[src/sv/lph_pkg.sv]
// Shared constants for the linear probing hash table core.
// Field widths, operation and status codes, hash constants; no dependencies.
package lph_pkg;

  localparam int KEY_W      = 64;
  localparam int LEN_W      = 4;
  localparam int VALUE_W    = 32;
  localparam int STATUS_W   = 2;
  localparam int SLOT_W     = 4;
  localparam int HASH_W     = 32;
  localparam int HASH_SHIFT = 5;
  localparam int MOD_BITS   = 4;
  localparam int MOD_STEPS  = HASH_W / MOD_BITS;

  localparam logic OP_INSERT = 1'b0;
  localparam logic OP_SEARCH = 1'b1;

  localparam logic [STATUS_W-1:0] ST_INSERTED  = 2'd0;
  localparam logic [STATUS_W-1:0] ST_FOUND     = 2'd1;
  localparam logic [STATUS_W-1:0] ST_NOT_FOUND = 2'd2;
  localparam logic [STATUS_W-1:0] ST_FULL      = 2'd3;

endpackage

[src/sv/lph_home.sv]
// Home slot unit: shift-add hash one character per cycle, then the hash
// reduced modulo the slot count four bits per cycle. Depends on lph_pkg.
module lph_home #(
  parameter int TABLE_SLOTS = 16,
  parameter int KEY_BYTES   = 8
) (
  input  logic                             clk,
  input  logic                             rst,
  input  logic                             start,
  input  logic [KEY_BYTES*8-1:0]           key,
  input  logic [lph_pkg::LEN_W-1:0]        len,
  output logic                             done,
  output logic [$clog2(TABLE_SLOTS)-1:0]   home
);

  localparam int AW = $clog2(TABLE_SLOTS);
  localparam int KW = KEY_BYTES * 8;
  localparam int CW = $clog2(lph_pkg::MOD_STEPS);
  localparam logic [AW:0] SLOTS_R = (AW + 1)'(TABLE_SLOTS);

  typedef enum logic [2:0] {
    H_IDLE = 3'b001,
    H_HASH = 3'b010,
    H_MOD  = 3'b100
  } phase_t;

  phase_t                      phase;
  logic [lph_pkg::HASH_W-1:0]  h;
  logic [KW-1:0]               key_sh;
  logic [lph_pkg::LEN_W-1:0]   rem_len;
  logic [CW-1:0]               mod_cnt;
  logic [AW-1:0]               rem;
  logic [AW-1:0]               rem_next;

  always_comb begin
    logic [AW:0]   t;
    logic [AW-1:0] r;
    r = rem;
    for (int j = 0; j < lph_pkg::MOD_BITS; j++) begin
      t = {r, h[lph_pkg::HASH_W-1-j]};
      if (t >= SLOTS_R) begin
        t = t - SLOTS_R;
      end
      r = t[AW-1:0];
    end
    rem_next = r;
  end

  always_ff @(posedge clk) begin
    if (rst) begin
      phase <= H_IDLE;
      done  <= 1'b0;
    end else begin
      done <= (phase == H_MOD) && (mod_cnt == CW'(lph_pkg::MOD_STEPS - 1));
      unique case (phase)
        H_IDLE: begin
          if (start) begin
            phase <= H_HASH;
          end
        end
        H_HASH: begin
          if (rem_len == lph_pkg::LEN_W'(1)) begin
            phase <= H_MOD;
          end
        end
        H_MOD: begin
          if (mod_cnt == CW'(lph_pkg::MOD_STEPS - 1)) begin
            phase <= H_IDLE;
          end
        end
        default: phase <= H_IDLE;
      endcase
    end
  end

  always_ff @(posedge clk) begin
    unique case (phase)
      H_IDLE: begin
        h       <= '0;
        key_sh  <= key;
        rem_len <= len;
        rem     <= '0;
        mod_cnt <= '0;
      end
      H_HASH: begin
        h       <= (h << lph_pkg::HASH_SHIFT) + lph_pkg::HASH_W'(key_sh[7:0]);
        key_sh  <= key_sh >> 8;
        rem_len <= rem_len - lph_pkg::LEN_W'(1);
      end
      H_MOD: begin
        rem     <= rem_next;
        h       <= h << lph_pkg::MOD_BITS;
        mod_cnt <= mod_cnt + CW'(1);
      end
      default: ;
    endcase
  end

  assign home = rem;

endmodule

[src/sv/linear_probe_hash_table_core.sv]
// Linear probing hash table: top level with the slot memory and probe control.
// Depends on lph_pkg and lph_home.
//
// Usage:
//   request channel (request_valid/request_ready) carries one insert or
//   search transaction: operation, key_chars, key_length, value.
//   result channel (result_valid/result_ready) returns one transaction per
//   request: status, read_value, slot.
// Sequence: a request with L key characters whose probe visits P slots
//   (1 to TABLE_SLOTS) is hashed over its L characters, the hash is reduced
//   modulo the slot count, the home slot is read, the P slots are checked in
//   turn through the slot memory (one read port, one write port), and the
//   result is loaded into the output register. One request is in flight at
//   a time; the next one is taken the cycle after the result is loaded.
// Reset: a clearing pass writes every slot empty, with request_ready low
//   until it finishes.
// Stall: a held result stays in the output register; a finished lookup
//   waits for it to drain before loading the next result.
module linear_probe_hash_table_core #(
  parameter int TABLE_SLOTS = 16,
  parameter int KEY_BYTES   = 8
) (
  input  logic                                clk,
  input  logic                                rst,
  input  logic                                request_valid,
  output logic                                request_ready,
  input  logic                                operation,
  input  logic [lph_pkg::KEY_W-1:0]           key_chars,
  input  logic [lph_pkg::LEN_W-1:0]           key_length,
  input  logic signed [lph_pkg::VALUE_W-1:0]  value,
  output logic                                result_valid,
  input  logic                                result_ready,
  output logic [lph_pkg::STATUS_W-1:0]        status,
  output logic signed [lph_pkg::VALUE_W-1:0]  read_value,
  output logic [lph_pkg::SLOT_W-1:0]          slot
);

  localparam int AW = $clog2(TABLE_SLOTS);
  localparam int KW = KEY_BYTES * 8;
  localparam logic [AW-1:0] LAST_SLOT = AW'(TABLE_SLOTS - 1);

  typedef struct packed {
    logic                          used;
    logic [lph_pkg::LEN_W-1:0]     len;
    logic [KW-1:0]                 key;
    logic [lph_pkg::VALUE_W-1:0]   val;
  } entry_t;

  typedef enum logic [4:0] {
    S_CLEAR = 5'b00001,
    S_IDLE  = 5'b00010,
    S_HASH  = 5'b00100,
    S_CHECK = 5'b01000,
    S_DONE  = 5'b10000
  } state_t;

  state_t                         state;
  logic [AW-1:0]                  clr_addr;
  logic [AW-1:0]                  probe;
  logic [AW-1:0]                  count;
  logic                           op_reg;
  logic [KW-1:0]                  key_reg;
  logic [lph_pkg::LEN_W-1:0]      len_reg;
  logic [lph_pkg::VALUE_W-1:0]    value_reg;
  logic [lph_pkg::STATUS_W-1:0]   res_status;
  logic [lph_pkg::VALUE_W-1:0]    res_value;
  logic [lph_pkg::SLOT_W-1:0]     res_slot;

  entry_t                         mem [TABLE_SLOTS];
  entry_t                         rd_data;
  entry_t                         wr_data;
  logic                           rd_en;
  logic [AW-1:0]                  rd_addr;
  logic                           wr_en;
  logic [AW-1:0]                  wr_addr;

  logic                           accept;
  logic [lph_pkg::LEN_W-1:0]      len_c;
  logic [KW-1:0]                  key_m;
  logic                           home_done;
  logic [AW-1:0]                  home;
  logic [AW-1:0]                  probe_next;
  logic                           last;
  logic                           match;
  logic                           advance;
  logic                           finish;
  logic                           out_free;

  assign request_ready = (state == S_IDLE);
  assign accept        = request_valid && request_ready;
  assign out_free      = !result_valid || result_ready;

  always_comb begin
    if (key_length == '0) begin
      len_c = lph_pkg::LEN_W'(1);
    end else if (key_length > lph_pkg::LEN_W'(KEY_BYTES)) begin
      len_c = lph_pkg::LEN_W'(KEY_BYTES);
    end else begin
      len_c = key_length;
    end
    for (int b = 0; b < KEY_BYTES; b++) begin
      key_m[8*b +: 8] = (lph_pkg::LEN_W'(b) < len_c) ? key_chars[8*b +: 8] : 8'd0;
    end
  end

  lph_home #(
    .TABLE_SLOTS (TABLE_SLOTS),
    .KEY_BYTES   (KEY_BYTES)
  ) u_home (
    .clk   (clk),
    .rst   (rst),
    .start (accept),
    .key   (key_m),
    .len   (len_c),
    .done  (home_done),
    .home  (home)
  );

  assign probe_next = (probe == LAST_SLOT) ? '0 : probe + AW'(1);
  assign last       = (count == LAST_SLOT);
  assign match      = rd_data.used && (rd_data.len == len_reg) && (rd_data.key == key_reg);

  always_comb begin
    advance    = 1'b0;
    finish     = 1'b0;
    res_status = lph_pkg::ST_NOT_FOUND;
    res_value  = '0;
    res_slot   = '0;
    if (op_reg == lph_pkg::OP_INSERT) begin
      if (!rd_data.used) begin
        finish     = 1'b1;
        res_status = lph_pkg::ST_INSERTED;
        res_slot   = lph_pkg::SLOT_W'(probe);
      end else if (last) begin
        finish     = 1'b1;
        res_status = lph_pkg::ST_FULL;
      end else begin
        advance    = 1'b1;
      end
    end else begin
      if (!rd_data.used) begin
        finish     = 1'b1;
      end else if (match) begin
        finish     = 1'b1;
        res_status = lph_pkg::ST_FOUND;
        res_value  = rd_data.val;
        res_slot   = lph_pkg::SLOT_W'(probe);
      end else if (last) begin
        finish     = 1'b1;
      end else begin
        advance    = 1'b1;
      end
    end
  end

  always_comb begin
    rd_en   = 1'b0;
    rd_addr = probe_next;
    if (state == S_HASH) begin
      rd_en   = home_done;
      rd_addr = home;
    end else if (state == S_CHECK) begin
      rd_en   = advance;
    end
  end

  always_comb begin
    wr_en   = 1'b0;
    wr_addr = probe;
    wr_data = '{used: 1'b1, len: len_reg, key: key_reg, val: value_reg};
    if (state == S_CLEAR) begin
      wr_en   = 1'b1;
      wr_addr = clr_addr;
      wr_data = '0;
    end else if (state == S_CHECK) begin
      wr_en   = (op_reg == lph_pkg::OP_INSERT) && !rd_data.used;
    end
  end

  always_ff @(posedge clk) begin
    if (wr_en) begin
      mem[wr_addr] <= wr_data;
    end
  end

  always_ff @(posedge clk) begin
    if (rd_en) begin
      rd_data <= mem[rd_addr];
    end
  end

  always_ff @(posedge clk) begin
    if (rst) begin
      state        <= S_CLEAR;
      clr_addr     <= '0;
      result_valid <= 1'b0;
    end else begin
      if (state == S_DONE && out_free) begin
        result_valid <= 1'b1;
      end else if (result_ready) begin
        result_valid <= 1'b0;
      end
      unique case (state)
        S_CLEAR: begin
          clr_addr <= clr_addr + AW'(1);
          if (clr_addr == LAST_SLOT) begin
            state <= S_IDLE;
          end
        end
        S_IDLE: begin
          if (accept) begin
            state <= S_HASH;
          end
        end
        S_HASH: begin
          if (home_done) begin
            state <= S_CHECK;
          end
        end
        S_CHECK: begin
          if (finish) begin
            state <= S_DONE;
          end
        end
        S_DONE: begin
          if (out_free) begin
            state <= S_IDLE;
          end
        end
        default: state <= S_IDLE;
      endcase
    end
  end

  always_ff @(posedge clk) begin
    if (accept) begin
      op_reg    <= operation;
      key_reg   <= key_m;
      len_reg   <= len_c;
      value_reg <= value;
    end
    if (state == S_HASH && home_done) begin
      probe <= home;
      count <= '0;
    end else if (state == S_CHECK && advance) begin
      probe <= probe_next;
      count <= count + AW'(1);
    end
    if (state == S_DONE && out_free) begin
      status     <= res_status;
      read_value <= $signed(res_value);
      slot       <= res_slot;
    end
  end

endmodule
[config.mk]
export PLATFORM = sky130hd
export DESIGN_NAME = linear_probe_hash_table_core
export DESIGN_NICKNAME = d
export VERILOG_FILES = /design/src/sv/lph_pkg.sv /design/src/sv/lph_home.sv /design/src/sv/linear_probe_hash_table_core.sv
export SDC_FILE = /design/constraint.sdc
export NUM_CORES = 2
export LEC_CHECK = 0
export BUFFER_PORTS_ARGS = -buffer_cell sky130_fd_sc_hd__buf_2
export CELL_PAD_IN_SITES_DETAIL_PLACEMENT = 0
export CELL_PAD_IN_SITES_GLOBAL_PLACEMENT = 2
export CORE_MARGIN = 2
export CORE_UTILIZATION = 46
export DETAILED_ROUTE_END_ITERATION = 10
export GPL_TIMING_DRIVEN = 1
export PLACE_DENSITY_LB_ADDON = 0.12
export SLEW_MARGIN = 5
export SYNTH_ARGS = -nofsm -noshare
export SYNTH_HDL_FRONTEND = slang
export SYNTH_SLANG_ARGS = --single-unit
[constraint.sdc]
create_clock -name clk -period 8.05 [get_ports clk]
set_input_delay 0.805 -clock clk [delete_from_list [all_inputs] [get_ports clk]]
set_output_delay 0.805 -clock clk [all_outputs]
set_load 0.005 [all_outputs]
==> flow_metrics.py <==
metrics = {
    "status": {
        "outcome": "completed",
    },
    "cells_and_area": {
        "ff_latch_area_mm2": 0.0594,
        "largest_register_ffs": 1616,
        "nFillCells": 13873,
        "multi_input_area_mm2": 0.0166,
        "drive_above_1_share_pct": 10.4,
        "reg_top3": "mem x1616, rd_data x101",
        "final_nets": 5376,
        "layoutNonFillerInstCount": 7615,
        "area_growth_syn_to_layout_pct": 11.8,
        "largest_register": "mem",
    },
    "placed_design": {
        "port_buffers": 144,
        "gp_congestion": 0.768,
        "dp.cells": 7259,
        "pre_cts_slack_ns": 3.02,
        "hpwl_um": 106000,
    },
    "drt": {
        "first_iter_violations": 4456,
        "drc": 0,
        "post_drt_wl_per_cell_um": 28.6,
        "dr_total_vias": 45632,
        "first_pass_iters": 5,
        "ant_nets": 0,
        "drt-total-wl_um": 218000,
        "vias_per_cell": 5.99,
    },
    "floorplan": {
        "chipWidth_um": 415,
        "start_util_pct": 46.4,
        "core_mm2": 0.167,
        "die_h_um": 415,
        "dieArea_mm2": 0.172,
        "io_pins": 145,
        "std_cell_rows": 150,
    },
    "clock_network": {
        "ctsResizeCount": 0,
        "cts_buffers": 203,
        "clockBufferDepth": 3,
        "clkSlewWorstSetupHoldPaths_ns": 0.06,
        "cts_tree": "yes",
        "htreeDepth": 4,
        "clock_sinks": 1985,
        "ctsHoldBuffers": 0,
        "clkLatencyLatePin_ns": 0.84,
        "root_buffer": "clkbuf_16",
        "cts.repair_timing.setup_buffer_count": 0,
    },
    "yosys": {
        "netlist_area_mm2": 0.0775,
        "synth_xor_area_share_pct": 0.904,
        "synth_async_sr_flop_share_pct": 0,
        "ys_seq_area_share_pct": 76.7,
        "synth-edff-count": 1967,
        "synth_warnings": 0,
        "synth_flop_cell": "edfxtp_1",
        "yosys.area_share.simple_pct": 7.29,
        "synth_top_area_share_pct": 76.2,
        "synthMuxAreaShare_pct": 0.739,
        "ys_types": 61,
        "yosys.area.top_type": "edfxtp_1",
        "synth_fp_nets": 5351,
        "yosys.area_share.adder_pct": 0.187,
        "synth_seq_cells": 1985,
        "synth_top_family_by_area": "compound AO/OA/AOI/OAI gates",
        "synthCells": 5235,
        "synth_area_per_cell_um2": 14.8,
        "synth.area.top_cells": "edfxtp_1, a221oi_1, a21oi_1",
        "synth_compound_area_share_pct": 11.9,
    },
    "power_and_ir_drop": {
        "leakage_nw": 28.2,
        "p_per_area_mw_per_mm2": 261,
        "fin_total_pwr_mw": 22.7,
        "vdd_drop_max_uv": 239,
    },
    "hold_path": {
        "hold_path_startpoint": "value[2]",
        "hold_class": "in2reg",
    },
    "worst_setup_path": {
        "arrival_ns": 5.55,
        "path_class": "reg2reg",
        "r2r-start": "key_reg[9]",
        "cp-start-kind": "flop",
        "end_kind": "flop",
        "worstSetupStartpoint": "key_reg[9]",
        "crit_fanout": 54,
        "critPathRequiredTime_ns": 8.47,
    },
    "timing": {
        "max_slew.worst_pin.slew_ns": 1.18,
        "relSlewSlack_pct": 21.5,
        "slew_viol_final": 0,
        "setup_tns_ns": 0,
        "fin_skew_ns": 0.0316,
        "setup-violations-final": 0,
        "fmax_mhz": 195,
        "finalWorstSetupSlack_ns": 2.92,
        "post-route-period-util_pct": 63.7,
        "finalHoldViolCount": 0,
        "min_period_ns": 5.13,
        "rsz0062_at_grt": "false",
    },
    "global_route": {
        "grt_pass1_wl_um": 316000,
        "overflow": 0,
        "antenna_found_initial": 5,
        "grt_pass1_vias": 44124,
        "grt_usage_pct": 25.0,
        "grt_start_max_net_pins": 207,
    },
    "job": {
        "max_cap_violations": 0,
    },
}
-- cells in the final DEF (no fill, tap or decap), types with 12 or more instances in the layout --
master     netlist  layout
nor4_1          14      14
inv_1           27      25
a21oi_1        619     617
nand2_1        685     682
dfxtp_1         18      18
and2_1         197     195
o21ai_0        435     435
mux2_2          50      50
a221oi_1       405     405
nand3_1         16      16
xnor2_1         49      49
buf_2          131     144
nand2b_1        24      23
nand4_1         18      18
nor2b_1         13      13
and3_1          12      12
buf_12           0      27
nor2_4           0      17
bufinv_16        0      17
clkinv_1         0      40
or4_1          103     103
edfxtp_1      1967    1967
clkinv_2         0      28
clkbuf_16        0     206
nor2_1          61      44
xor2_1          31      31
clkbuf_1       231      52
buf_4            4      36
-- worst max-delay path: stages (launching register included) --
cell,delay (ns)
edfxtp_1,0.41
xnor2_1,0.42
nand4_1,0.34
nor4_1,0.70
nand4_1,0.55
o21ai_1,0.69
nand2_4,0.76
buf_4,0.73
-- final cells by class --
class	count	share of cell area, %
antenna	3	0.00866
clock buffer	258	6.17
clock inverter	95	1.06
inverter	27	0.126
multi-input combinational	2836	19.1
sequential	1985	68.6
tap	2204	3.18
timing repair buffer	207	1.77
-- cells in the mapped netlist, types with 5 or more instances --
library cell  instances
a21oi_1             619
a221oi_1            405
a22o_1                6
a31oi_1              11
and2_1              197
and3_1               12
buf_1                16
buf_2               131
buf_6                 5
clkbuf_1            231
dfxtp_1              18
edfxtp_1           1967
ha_1                 10
inv_1                27
mux2_2               50
nand2_1             685
nand2b_1             24
nand3_1              16
nand4_1              18
nor2_1               61
nor2b_1              13
nor3_1               11
nor3b_1               5
nor4_1               14
o2111ai_1             5
o21ai_0             435
or2_2                 5
or4_1               103
xnor2_1              49
xor2_1               31
-- kinds of logic (layout without fill, tap and decap cells) --
group	count (synthesis)	in the layout
simple gates	1181	1181
other cells	0	3
compound gates	1513	1513
flops	1985	1985
buf+inv	414	587
mux	51	51
xor+xnor	80	80
fa+ha+maj	11	11
-- per-layer routing --
| metal | vias to the layer above | track usage [%] | routed length (um) |
|---|---|---|---|
| met4 | 2 | 7.94 | 6530 |
| met5 | - | 0 | 11 |
| met2 | 1332 | 40.9 | 106000 |
| met1 | 23683 | 35.2 | 95600 |
| li1 | 20341 | - | - |
| met3 | 274 | 2.84 | 10200 |
-- metrics by stage --
step,instance area (um2),util (%),hold WS [ns]
after floorplan,77500,-,0.474
after global placement,80400,48.1,0.501
after detailed placement,80400,48.1,0.501
after CTS,86700,51.8,0.0859
after global routing,86700,51.8,0.117
final,86700,51.8,0.143
-- report_power, final --
part | leakage [nW] | switching (mW) | internal [mW]
Combinational | 6.61 | 1.01 | 0.186
Sequential | 18.5 | 0.142 | 12.3
Clock | 3.06 | 3.86 | 5.20
-- worst paths after layout --
check | to | slack, ns | cells past startpoint
setup / recovery | rd_data[78] | 2.92 | 7
hold / removal | value_reg[2] | 0.14 | 1
setup reg to reg | rd_data[78] | 2.92 | 7
hold reg to reg | u_home.h[0] | 0.52 | 1
Note: power is estimated with default switching activity, not from simulation.
